File: src/sv/b64d_pkg.sv
// Shared types, constants and the character decode function for the Base64 decoder.
// No dependencies; every other file in this folder imports this package.
package b64d_pkg;

  localparam int COUNT_BITS = 24;
  localparam int CAP_BITS   = 24;
  localparam int CFG_W      = CAP_BITS;
  localparam int CFG_IDX_W  = 1;
  localparam int CMP_W      = ((COUNT_BITS > CAP_BITS) ? COUNT_BITS : CAP_BITS) + 1;

  // result queue geometry; a single item causes at most Q_ROOM results
  localparam int QDEPTH = 8;
  localparam int QAW    = $clog2(QDEPTH);
  localparam int QCW    = QAW + 1;
  localparam int Q_ROOM = 3;

  localparam logic [7:0] CODE_BAD = 8'h80;
  localparam logic [7:0] CODE_PAD = 8'hC0;

  typedef enum logic [1:0] {
    ST_OK         = 2'd0,
    ST_INVALID    = 2'd1,
    ST_OVERFLOW   = 2'd2,
    ST_INCOMPLETE = 2'd3
  } status_t;

  typedef enum logic [CFG_IDX_W-1:0] {
    REG_STRICT   = 1'b0,
    REG_CAPACITY = 1'b1
  } reg_index_t;

  typedef struct packed {
    logic [7:0] in_char;
    logic       end_of_text;
  } in_t;

  typedef struct packed {
    logic [7:0]            out_byte;
    logic                  is_status;
    status_t               status;
    logic [COUNT_BITS-1:0] byte_count;
    logic                  last;
  } out_t;

  typedef struct packed {
    logic                strict_mode;
    logic [CAP_BITS-1:0] out_capacity;
  } cfg_t;

  // results made by one accepted item, written to the queue together
  typedef struct packed {
    logic [1:0] n;
    out_t [2:0] res;
  } push_t;

  function automatic logic [7:0] char_code(input logic [7:0] c);
    logic [7:0] code;
    code = CODE_BAD;
    if (c >= 8'h41 && c <= 8'h5A) begin
      code = c - 8'h41;
    end else if (c >= 8'h61 && c <= 8'h7A) begin
      code = c - 8'd71;
    end else if (c >= 8'h30 && c <= 8'h39) begin
      code = c + 8'd4;
    end else if (c == 8'h2B) begin
      code = 8'd62;
    end else if (c == 8'h2F) begin
      code = 8'd63;
    end else if (c == 8'h3D) begin
      code = CODE_PAD;
    end
    return code;
  endfunction

endpackage

File: src/sv/b64d_core.sv
// Stream state of the decoder: quartet gathering, byte assembly, capacity check, status.
// Depends on b64d_pkg; feeds the result queue through a push_t group.
module b64d_core (
  input  logic           clk,
  input  logic           rst,
  input  b64d_pkg::cfg_t cfg,
  input  logic           fire,
  input  b64d_pkg::in_t  item,
  output b64d_pkg::push_t push
);
  import b64d_pkg::*;

  logic [7:0]            codes [3];
  logic [1:0]            fill;
  logic [COUNT_BITS-1:0] written;
  logic                  overflow;
  logic                  invalid;

  logic [7:0]     code;
  logic [7:0]     d0, d1, d2, d3;
  logic [7:0]     b0, b1, b2;
  logic [1:0]     grp_n;
  logic [CMP_W-1:0] sum;
  logic           fits;
  logic           is_bad;
  logic           quartet_done;
  status_t        end_status;

  always_comb begin
    code = char_code(item.in_char);
    d0 = codes[0];
    d1 = codes[1];
    d2 = codes[2];
    d3 = code;
    // pad codes enter the arithmetic unchanged, kept to 8 bits
    b0 = (d0 << 2) | (d1 >> 4);
    b1 = ((d1 & 8'h0F) << 4) | (d2 >> 2);
    b2 = ((d2 & 8'h03) << 6) | d3;
    grp_n = 2'd1 + {1'b0, d2 != CODE_PAD} + {1'b0, d3 != CODE_PAD};
    sum   = CMP_W'(written) + CMP_W'(grp_n);
    fits  = sum <= CMP_W'(cfg.out_capacity);
    is_bad = (code == CODE_BAD);
    quartet_done = !item.end_of_text && !invalid && !is_bad && (fill == 2'd3);

    if (invalid) begin
      end_status = ST_INVALID;
    end else if (overflow) begin
      end_status = ST_OVERFLOW;
    end else if (fill != 2'd0) begin
      end_status = ST_INCOMPLETE;
    end else begin
      end_status = ST_OK;
    end

    push = '0;
    if (fire && item.end_of_text) begin
      push.n                   = 2'd1;
      push.res[0].is_status    = 1'b1;
      push.res[0].status       = end_status;
      push.res[0].byte_count   = (end_status == ST_OK) ? written : '0;
      push.res[0].last         = 1'b1;
    end else if (fire && quartet_done && fits) begin
      push.n = grp_n;
      push.res[0].out_byte = b0;
      // third code pad but fourth not: second byte sent is the third byte
      push.res[1].out_byte = (d2 != CODE_PAD) ? b1 : b2;
      push.res[2].out_byte = b2;
      for (int i = 0; i < 3; i++) begin
        push.res[i].last = (2'(i) == grp_n - 2'd1);
      end
    end
  end

  always_ff @(posedge clk) begin
    if (rst) begin
      fill     <= '0;
      written  <= '0;
      overflow <= 1'b0;
      invalid  <= 1'b0;
    end else if (fire) begin
      if (item.end_of_text) begin
        fill     <= '0;
        written  <= '0;
        overflow <= 1'b0;
        invalid  <= 1'b0;
      end else if (!invalid) begin
        if (is_bad) begin
          if (cfg.strict_mode) begin
            invalid <= 1'b1;
          end
        end else if (fill != 2'd3) begin
          fill <= fill + 2'd1;
        end else begin
          fill <= '0;
          if (fits) begin
            written <= sum[COUNT_BITS-1:0];
          end else begin
            overflow <= 1'b1;
          end
        end
      end
    end
  end

  // code store needs no reset: an entry is read only after it is written
  always_ff @(posedge clk) begin
    if (fire && !item.end_of_text && !invalid && !is_bad && fill != 2'd3) begin
      codes[fill] <= code;
    end
  end

  a_eot_single : assert property (@(posedge clk) disable iff (rst)
    (fire && item.end_of_text) |-> (push.n == 2'd1 && push.res[0].is_status))
    else $error("end of text must give exactly one status result");

  a_eot_clears : assert property (@(posedge clk) disable iff (rst)
    (fire && item.end_of_text) |=> (fill == 2'd0 && written == '0 && !overflow && !invalid))
    else $error("stream state not cleared after end of text");

  a_group_last : assert property (@(posedge clk) disable iff (rst)
    (push.n != 2'd0) |-> push.res[push.n - 2'd1].last)
    else $error("final result of a group lacks last");

  a_invalid_silent : assert property (@(posedge clk) disable iff (rst)
    (fire && invalid && !item.end_of_text) |-> (push.n == 2'd0))
    else $error("characters after a strict error produced results");

endmodule

File: src/sv/b64d_queue.sv
// Result queue: takes up to three results per cycle, hands out one per cycle while res_stall is low.
// Depends on b64d_pkg; flags full while fewer than three slots are free.
module b64d_queue (
  input  logic            clk,
  input  logic            rst,
  input  b64d_pkg::push_t push,
  output logic            full,
  output logic            res_valid,
  input  logic            res_stall,
  output b64d_pkg::out_t  res_data
);
  import b64d_pkg::*;

  out_t           slots [QDEPTH];
  logic [QAW-1:0] wr_ptr;
  logic [QAW-1:0] rd_ptr;
  logic [QCW-1:0] count;
  logic           pop;

  assign pop       = res_valid && !res_stall;
  assign res_valid = (count != '0);
  assign res_data  = slots[rd_ptr];
  assign full      = count > QCW'(QDEPTH - Q_ROOM);

  always_ff @(posedge clk) begin
    if (rst) begin
      wr_ptr <= '0;
      rd_ptr <= '0;
      count  <= '0;
    end else begin
      wr_ptr <= wr_ptr + QAW'(push.n);
      rd_ptr <= rd_ptr + QAW'(pop);
      count  <= count + QCW'(push.n) - QCW'(pop);
    end
  end

  always_ff @(posedge clk) begin
    for (int i = 0; i < Q_ROOM; i++) begin
      if (2'(i) < push.n) begin
        slots[wr_ptr + QAW'(i)] <= push.res[i];
      end
    end
  end

  a_no_overfill : assert property (@(posedge clk) disable iff (rst)
    count <= QCW'(QDEPTH))
    else $error("result queue count beyond depth");

  a_push_has_room : assert property (@(posedge clk) disable iff (rst)
    (push.n != 2'd0) |-> (count <= QCW'(QDEPTH - Q_ROOM)))
    else $error("results pushed without room for a full group");

  a_count_track : assert property (@(posedge clk) disable iff (rst)
    (push.n == 2'd0 && pop) |=> (count == $past(count) - QCW'(1)))
    else $error("queue count lost track of a drained result");

endmodule

File: src/sv/base64_stream_decoder.sv
// Base64 stream decoder, one text character per transfer, decoded bytes and status out.
// Results of an accepted character are in the result queue from the cycle after its transfer.
// Throughput: one character per cycle; results leave an 8-entry queue one per cycle while
// res_stall is low; the character side stalls while fewer than three queue slots are free.
// Reset (rst, synchronous): clears stream state and queue; strict_mode 0, capacity all ones.
module base64_stream_decoder (
  input  logic                            clk,
  input  logic                            rst,
  input  logic                            char_valid,
  output logic                            char_stall,
  input  b64d_pkg::in_t                   char_data,
  output logic                            res_valid,
  input  logic                            res_stall,
  output b64d_pkg::out_t                  res_data,
  input  logic                            cfg_we,
  input  logic [b64d_pkg::CFG_IDX_W-1:0]  cfg_index,
  input  logic [b64d_pkg::CFG_W-1:0]      cfg_data
);
  import b64d_pkg::*;

  cfg_t  cfg;
  push_t push;
  logic  fire;
  logic  full;

  assign char_stall = full;
  assign fire       = char_valid && !char_stall;

  always_ff @(posedge clk) begin
    if (rst) begin
      cfg.strict_mode  <= 1'b0;
      cfg.out_capacity <= '1;
    end else if (cfg_we) begin
      unique case (reg_index_t'(cfg_index))
        REG_STRICT:   cfg.strict_mode  <= cfg_data[0];
        REG_CAPACITY: cfg.out_capacity <= cfg_data[CAP_BITS-1:0];
        default:      cfg.strict_mode  <= cfg.strict_mode;
      endcase
    end
  end

  b64d_core u_core (
    .clk  (clk),
    .rst  (rst),
    .cfg  (cfg),
    .fire (fire),
    .item (char_data),
    .push (push)
  );

  b64d_queue u_queue (
    .clk       (clk),
    .rst       (rst),
    .push      (push),
    .full      (full),
    .res_valid (res_valid),
    .res_stall (res_stall),
    .res_data  (res_data)
  );

endmodule

File: config.mk
export PLATFORM = sky130hd
export DESIGN_NAME = base64_stream_decoder
export DESIGN_NICKNAME = d
export VERILOG_FILES = /design/src/sv/b64d_pkg.sv /design/src/sv/b64d_core.sv /design/src/sv/b64d_queue.sv /design/src/sv/base64_stream_decoder.sv
export SDC_FILE = /design/constraint.sdc
export NUM_CORES = 1
export LEC_CHECK = 0
export BUFFER_PORTS_ARGS = -buffer_cell sky130_fd_sc_hd__buf_2
export CAP_MARGIN = 5
export CELL_PAD_IN_SITES_DETAIL_PLACEMENT = 0
export CELL_PAD_IN_SITES_GLOBAL_PLACEMENT = 2
export CORE_MARGIN = 2
export CORE_UTILIZATION = 37
export CTS_BUF_LIST = sky130_fd_sc_hd__clkbuf_4
export DETAILED_ROUTE_END_ITERATION = 10
export GPL_TIMING_DRIVEN = 0
export MAX_ROUTING_LAYER = met4
export PLACE_DENSITY_LB_ADDON = 0.1
export SYNTH_ARGS = -nofsm -noshare
export SYNTH_HDL_FRONTEND = slang
export SYNTH_SLANG_ARGS = --single-unit
File: constraint.sdc
create_clock -name clk -period 7.01 [get_ports clk]
set_clock_uncertainty 0.15 [all_clocks]
set_input_delay 1.0515 -clock clk [delete_from_list [all_inputs] [get_ports clk]]
set_output_delay 1.0515 -clock clk [all_outputs]
set_load 0.01 [all_outputs]
# [Word-level counts from Yosys, hierarchy flattened]
# Memory sizes are Yosys's and may differ from the RTL's. A register that Yosys moved wholly into a read port is not among the register bits.
# Cells that the tools add are included.
[op_classes] n_reduce_logical=30 magnitude_cmp=11 eq_ne=14 n_mux=48 bitwise=4 addsub=14
[op_table] cell="24-bit two-way mux" count=6
[op_table] cell="8-bit two-way mux" count=7
[op_table] cell="9-bit two-way mux" count=4
[op_table] cell="27-bit two-way mux" count=1
[op_table] cell="24-bit by 2-bit adder with 25-bit output" count=1
[op_table] cell="25-bit by 24-bit less-or-equal comparator with 1-bit output" count=1
[op_table] cell="8-bit by 6-bit == test with 1-bit output, second input constant" count=3
[op_table] cell="1-bit two-way mux" count=19
[op_table] cell="8-bit by 7-bit greater-or-equal comparator with 1-bit output, second input constant" count=2
[op_table] cell="8-bit by 7-bit less-or-equal comparator with 1-bit output, second input constant" count=2
[op_table] cell="2-bit two-way mux" count=8
[op_table] cell="8-bit inequality test, second input constant" count=2
[op_table] cell="8-bit by 7-bit subtractor with 8-bit output, second input constant" count=2
[op_table] cell="1-bit logical AND" count=15
[op_table] cell="10-bit two-way mux" count=1
[op_table] cell="2-bit inequality test, second input constant" count=5
[op_table] cell="5-bit AND reduction" count=2
[op_table] cell="8-bit by 3-bit adder with 8-bit output, second input constant" count=1
[op_table] cell="8-bit == test, second input constant" count=1
[op_table] cell="8-bit by 6-bit greater-or-equal comparator with 1-bit output, second input constant" count=1
[op_table] cell="8-bit by 6-bit less-or-equal comparator with 1-bit output, second input constant" count=1
[op_table] cell="8-bit by 4-bit bitwise OR with 8-bit output" count=1
[op_table] cell="8-bit by 6-bit bitwise OR with 8-bit output" count=1
[op_table] cell="8-bit bitwise OR" count=1
[op_table] cell="other kinds (25)" count=33
[totals] word_cells=132 output_inout_bits=38 mem_count=2 ramBits=312 reg_bits=63 input_bits=39
[mem_list] memory="u_queue.slots" depth=8 word_bits=36 rd=1 rd_clocked_by_memory_dff=1 write_ports=3 line="b64d_queue.sv:14" source="out_t slots [QDEPTH];"
[mem_list] memory="u_core.codes" depth=3 word_bits=8 rd=3 rd_clocked_by_memory_dff=0 write_ports=1 line="b64d_core.sv:13" source="logic [7:0] codes [3];"

# [Longest topological paths before layout]
# Gate-level depths: netlist (run 1).
[logic_depth] depth_word=18 depth_mapped=32 mapped_depth_nobuf=29

# [Cells and area by module]
# From an unflattened synthesis (run 1), not the netlist that was laid out.
[hier_totals] hier_cells=2754 area_unflattened_um2=25743.4
[by_module_without_submodules] module="b64d_queue" cells_each=2087 area_per_inst_um2=19982.9 seq_area_each_um2=8848.5 n_inst=1
[by_module_without_submodules] module="b64d_core" cells_each=579 area_per_inst_um2=4780.8 seq_area_each_um2=1221.2 n_inst=1
[by_module_without_submodules] module="base64_stream_decoder" cells_each=88 area_per_inst_um2=979.7 seq_area_each_um2=500.5 n_inst=1

# [Worst setup path before layout (run 1)]
# OpenSTA, ideal clock, no wires.
[synth_path] path_kind="in2reg" startpoint="input port char_data[5] (netlist name)" endpoint="register u_queue.count[3]" arrival_ns=6.857 cell_stages=30 path_slack_ns=-0.124 setup_ns=0.128 cell_sequence="buf_4 and4bb_2 buf_2 and3_1 ha_1 inv_1 ha_1 fa_1 and3_1 nand3_1 nand2b_1 buf_2 nor2_1 xor2_1 ha_1 nand4_1 or3_1 nor4_1 a211oi_1 clkbuf_1 nor4_4 clkbuf_1 nand2_1 ha_1 inv_1 ha_1 a21o_1 a21oi_1 xnor2_1 nor2_1"
[synth_between] elab_chain_len=17
[synth_lines] item="from (decl)" line="base64_stream_decoder.sv:11" source="input b64d_pkg::in_t char_data,"
[synth_lines] item="8-bit by 6-bit == test with 1-bit output" line="b64d_pkg.sv:69" source="end else if (c == 8'h3D) begin"
[synth_lines] item="7-bit two-way mux" line="b64d_pkg.sv:69"
[synth_lines] item="8-bit two-way mux" line="b64d_pkg.sv:67" source="end else if (c == 8'h2F) begin"
[synth_lines] item="8-bit two-way mux" line="b64d_pkg.sv:65" source="end else if (c == 8'h2B) begin"
[synth_lines] item="8-bit two-way mux" line="b64d_pkg.sv:63" source="end else if (c >= 8'h30 && c <= 8'h39) begin"
[synth_lines] item="8-bit two-way mux" line="b64d_pkg.sv:61" source="end else if (c >= 8'h61 && c <= 8'h7A) begin"
[synth_lines] item="8-bit two-way mux *" line="b64d_pkg.sv:59" source="if (c >= 8'h41 && c <= 8'h5A) begin"
[synth_lines] item="parallel branches: the longest is 6 deep, another holds 24-bit by 2-bit adder with 25-bit output"
[synth_lines] item="10-bit two-way mux *" line="b64d_core.sv:62" source="end else if (fire && quartet_done && fits) begin"
[synth_lines] item="2-bit two-way mux *" line="b64d_core.sv:56" source="if (fire && item.end_of_text) begin"
[synth_lines] item="4-bit by 2-bit adder with 4-bit output *" line="b64d_queue.sv:33" source="count <= count + QCW'(push.n) - QCW'(pop);"
[synth_lines] item="4-bit by 1-bit subtractor with 4-bit output *" line="b64d_queue.sv:33"
[synth_lines] item="to (signal assigned)" line="b64d_queue.sv:33"
[synth_lines] item="to (decl)" line="b64d_queue.sv:17" source="logic [QCW-1:0] count;"
# Mark *: on every way between the ends.
# A chain may end at the register's enable or synchronous reset.

# [Worst setup path after layout (run 1)]
[layout_path] startpoint="input port char_data[3] (netlist name)" endpoint="register u_queue.count[3]"
# Same word-level chain as after synthesis.

==> results of run 1 <==
-- state kept, by name, summed over array words and instances (netlist names), 2 cells and up --
register	cells
u_core.written	24
u_queue.count	4
u_queue.rd_ptr	3
u_core.codes	22
u_queue.slots	288
cfg	25
u_core.fill	2
u_queue.wr_ptr	3
-- worst max path at each step --
stage                             from                to  slack (ns)  depth (start not counted)
after floorplan           char_data[5]  u_queue.count[3]       0.007                         30
after global placement    char_data[3]  u_queue.count[3]       -1.89                         30
after detailed placement  char_data[3]  u_queue.count[3]       -1.97                         30
after CTS                 char_data[3]  u_queue.count[3]        0.01                         31
after global routing      char_data[4]  u_queue.count[3]        0.02                         32
final                     char_data[3]  u_queue.count[3]        0.35                         32
-- metrics by stage --
step / worst slack (ns) / cells / setup TNS, ns
6_report: 0.352 / 3116 / 0
3_5_place_dp: -1.97 / 2910 / -424.12
4_1_cts: 0.0115 / 3105 / 0
2_1_floorplan: 0.00675 / 2148 / 0
5_1_grt: 0.0228 / 3116 / 0
3_3_place_gp: -1.89 / 2910 / -411.01
-- placed cells by master, fill, tap and decap left out, types with 72 or more instances in the layout --
cell,n
a21oi_1,275
buf_2,110
clkbuf_1,157
clkbuf_4,165
dfxtp_1,279
edfxtp_1,94
mux4_2,72
nand2_1,99
nand3_1,255
nor2_1,86
o21ai_0,228
-- cells by family (layout without fill, tap and decap cells) --
logic type,Yosys count,in the layout,synth area share
other,0,8,0
multiplexers,112,112,0.105
flip-flops,373,373,0.427
buffers and inverters,276,548,0.0574
adder cells (fa/ha/maj),55,55,0.0361
XOR/XNOR,30,30,0.0133
AO/OA/AOI/OAI,716,716,0.211
AND/OR/NAND/NOR,586,586,0.150
-- what timing repair did --
action,CTS,global route
pin swaps,2,4
endpoints found under the setup margin,378,284
setup buffers,1,3
resized for setup,17,18
-- area by class of cell --
type | instances | area (um2) | area share
inverters | 54 | 203 | 0.00900
flip-flops and latches | 373 | 8410 | 0.373
clock inverters | 32 | 168 | 0.00744
clock buffers | 165 | 1240 | 0.0550
multi-input cells | 1499 | 10300 | 0.457
repair buffers | 79 | 408 | 0.0181
well taps | 688 | 861 | 0.0382
diodes | 8 | 20.0 | 0.000889
plain buffers | 218 | 931 | 0.0413
-- power breakdown --
group	internal, W	leakage (nW)	switching, W
logic	0.000350	4.03	0.000716
clock network	0.00111	0.831	0.00103
registers	0.00224	3.19	0.0000257
-- metal layers --
layer,share of wire,GRT usage
met1,0.43,0.377
met2,0.45,0.428
met3,0.091,0.0793
met4,0.030,0.101
met5,0,-
-- tightest hold or removal path: stages --
cell and delay [ns]:
buf_2 0.08, mux2i_1 0.06, nor2_1 0.08
==> impl_metrics.tcl, run 1 <==
set metrics [dict create \
    synthTopCellsByArea "dfxtp_1 (28%), edfxtp_1 (14%), mux4_2 (8.2%)" \
    cts.path.max_buffers 3 \
    crit_buf_inv 7 \
    clock_sinks 373 \
    p_total_w 0.00547 \
    htreeDepth 3 \
    arrival_ns 7.24 \
    hold_viol 0 \
    cp-start-kind "input pin" \
    p_per_area_nw_per_um2 243 \
    r2r_slack_ns 0.45 \
    synth_seq_area_share 0.427 \
    wl_um 78600 \
    overflow 0 \
    required_ns 7.59 \
    fin_crit_sh 0.950 \
    drc 0 \
    end_kind "flop" \
    antenna_found_initial 3 \
    die_h_um 235 \
    worst_skew_pair.late_latency_ns 0.90 \
    grt_pass1_vias 18300 \
    yosys_warnings 0 \
    synth_seq_cells 373 \
    crit_type "in -> reg" \
    cp_common_cell "ha_1" \
    syn-cell-area_um2 19700 \
    ys_types 73 \
    syn_inst 2148 \
    pin_count 77 \
    grt_max_degree 20 \
    slew_headroom 0.161 \
    tritoncts "done" \
    synth_edf_count 94 \
    cpMaxStageDelayCell "a211oi_2" \
    synth_top_area_share 0.283 \
    syn-num-nets 2242 \
    fillers 5320 \
    drive_gt1_frac 0.190 \
    reg2reg_to "u_queue.count[3]" \
    gp_congestion 0.937 \
    setup_viol 0 \
    post-route-cell-area_um2 22500 \
    ir_drop_mv 0.147 \
    grt_util_all_layers 0.288 \
    initialDrtViolationCount 1648 \
    min_path_cells 3 \
    detail-route-antenna-nets 0 \
    final.hold.worst_slack_ns 0.269 \
    crit_family "adder cells" \
    r2r_cells 28 \
    hold_start "cfg_data[0]" \
    utilization 0.428 \
    drv_cap 0 \
    viasPerCell 5.93 \
    cpPeakStageDelay_ns 0.45 \
    cp_max_fo 10 \
    start_util 0.374 \
    clk_pin_slew_ns 0.06 \
    r2r_start "u_core.codes[2][1]" \
    ys.flop_type "dfxtp_1" \
    min_to "cfg[24]" \
    rows 84 \
    cts_buffers 107 \
    placed_area_um2 21000 \
    post-route-min-period_ns 6.66 \
    final-max-slew-violation-count 0 \
    grt_first_pass_wirelength_um 116000 \
    nNetsFinal 2426 \
    worstHoldPathType "in -> reg" \
    die_area_um2 55100 \
    cts_hold_buf 0 \
    root_buffer "clkbuf_4" \
    num_vias 18500 \
    rsz0062_at_grt "false" \
    syn_avg_cell_area_um2 9.17 \
    synthTopCellsByCount "dfxtp_1 (279), a21oi_1 (275), nand3_1 (256), o21ai_0 (229), clkbuf_1 (162)" \
    tightest_slew_ns 1.25 \
    core_area_um2 52700 \
    syn2layout_area_growth_pct 14.3 \
    yosysTopAreaCell "dfxtp_1" \
    drtPass1Iterations 5 \
    portBuffers 74 \
    post-dp-hpwl_um 58700 \
    synthArstFlopShare 0 \
    die_w_um 235 \
    synth.most_common_cell "dfxtp_1" \
    clock.fmax_ghz 0.150 \
    wire_per_inst_um 25.2 \
    p_leak_nw 8.04 \
    status "finished, final reports clean" \
]
(Power assumes the default switching activity.)
==> run 2: changes to the inputs <==
Settings changed: PLACE_DENSITY_LB_ADDON 0.1 to 0.12.
==> run 2 against run 1 <==
Effect of this change: the flow now finishes with violations (capacitance limit, slew limit); final cell count fell by 0.13%; register-to-register slack got worse by 0.10 ns; design area rose by 0.21%; sequential share of layout area fell by 0.079 points; wire length rose by 3.9%; critical endpoint is now u_queue.count[2]; highest routed layer unchanged.
==> impl_metrics.tcl, run 2 (same netlist as run 1, synthesis figures left out) <==
set metrics [dict create \
    root_buffer "clkbuf_4" \
    post-dp-hpwl_um 60100 \
    htreeDepth 3 \
    drv_cap 1 \
    seq_power_share 0.415 \
    seq_area_um2 8410 \
    hold_start "cfg_data[0]" \
    fillers 5356 \
    nNetsFinal 2431 \
    pre_cts_ws_ns -1.90 \
    internal_power_w 0.00370 \
    drc 0 \
    placed_area_um2 21000 \
    pin_count 77 \
    status "complete, but fails checks" \
    start_util 0.374 \
    end_kind "flop" \
    setup_viol 0 \
    initialDrtViolationCount 1880 \
    cp_common_cell "ha_1" \
    tritoncts "done" \
    crit_family "simple AND/OR/NAND/NOR gates" \
    final_common_cell "dfxtp_1" \
    core_area_um2 52700 \
    cts.path.max_buffers 3 \
    clk_pin_slew_ns 0.07 \
    cp-start-kind "input pin" \
    viasPerCell 6.02 \
    p_per_area_nw_per_um2 242 \
    required_ns 7.60 \
    cp-startpoint "char_data[3]" \
    fin_crit_sh 0.968 \
    clock.fmax_ghz 0.147 \
    multiInputGateArea_um2 10300 \
    num_vias 18700 \
    cpPeakStageDelay_ns 0.57 \
    detail-route-antenna-nets 0 \
    r2r_start "u_core.codes[2][1]" \
    crit_buf_inv 8 \
    overflow 0 \
    arrival_ns 7.37 \
    antenna_found_initial 3 \
    p_leak_nw 8.09 \
    largest-register "u_queue.slots" \
    grt_util_all_layers 0.302 \
    clock_sinks 373 \
    die_h_um 235 \
    cp_max_fo 10 \
    wl_um 81700 \
    grt_pass1_vias 18500 \
    grt_first_pass_wirelength_um 121000 \
    worstHoldPathType "in -> reg" \
    drtPass1Iterations 7 \
    final_cell_mix "dfxtp_1 (279), a21oi_1 (274), nand3_1 (255)" \
    portBuffers 74 \
    worst_skew_pair.late_latency_ns 0.91 \
    die_w_um 235 \
    rows 84 \
    slew_headroom -0.0146 \
    drive_gt1_frac 0.193 \
    violations "capacitance limit, slew limit" \
    top_regs "u_queue.slots: 288 flops, cfg: 25 flops, u_core.written: 24 flops" \
    combPwrFrac 0.200 \
    final-max-slew-violation-count 7 \
    post-route-cell-area_um2 22600 \
    hold_viol 0 \
    die_area_um2 55100 \
    largest_reg_flops 288 \
    ir_drop_mv 0.131 \
    post-route-min-period_ns 6.79 \
    grt_max_degree 20 \
    cts_buffers 107 \
    cpMaxStageDelayCell "or4_4" \
    wire_per_inst_um 26.3 \
    swShare 0.324 \
    crit_type "in -> reg" \
    switching_power_w 0.00177 \
    gp_congestion 0.958 \
    syn2layout_area_growth_pct 14.5 \
    tightest_slew_ns 1.51 \
    timing.final.ws_setup_ns 0.225 \
    clkPwrFrac 0.385 \
]
-- run 2: layout make-up --
cell class | count | share of cell area
multi-input cells | 1499 | 0.458
flip-flops and latches | 373 | 0.373
clock buffers | 165 | 0.0549
plain buffers | 219 | 0.0417
well taps | 688 | 0.0381
repair buffers | 83 | 0.0197
inverters | 54 | 0.00898
clock inverters | 27 | 0.00604
diodes | 4 | 0.000444
-- run 2: what timing repair did --
item | CTS | global route
hold buffers | 0 | 0
pin swaps | 2 | 4
buffers inserted | 3 | 4
endpoints found under the setup margin | 382 | 322
gates resized for setup | 20 | 23
-- run 2: path summary, 6_finish.rpt --
path	cells after the start	slack, ns	endpoint
setup / recovery	31	0.22	u_queue.count[2]
hold / removal	3	0.30	cfg[24]
setup reg to reg	28	0.35	u_queue.count[2]
hold reg to reg	1	0.31	cfg[16]
-- run 2: metrics by stage --
step / utilization / power [W] / hold WS, ns / setup TNS, ns / cells
after floorplan: - / 0.00298 / 0.285 / 0 / 2148
after global placement: 0.398 / 0.00339 / 0.294 / -432.60 / 2910
after detailed placement: 0.398 / 0.00340 / 0.303 / -448.98 / 2912
after CTS: 0.426 / 0.00550 / 0.238 / -0.0470 / 3104
after global routing: 0.429 / 0.00571 / 0.294 / -0.0562 / 3111
final: 0.429 / 0.00547 / 0.301 / 0 / 3112
-- run 2: worst min-delay path: stages --
cell and delay (ns):
buf_2 0.09, mux2i_1 0.06, nor2_1 0.07
-- run 2: power by group through the flow --
stage,logic [W],registers (W),clock network [W]
floorplan,0.000677,0.00231,0
global route,0.00117,0.00227,0.00226
CTS,0.00108,0.00227,0.00215
detailed placement,0.00108,0.00232,0
global placement,0.00107,0.00231,0
finish,0.00110,0.00227,0.00210
-- run 2: per-layer routing --
layer,track usage,up-vias,share of wire,routed length [um]
li1,-,8456,-,-
met1,0.410,9245,0.44,36100
met2,0.448,861,0.44,35800
met3,0.0684,171,0.090,7380
met4,0.0907,0,0.030,2470
met5,-,-,0,0
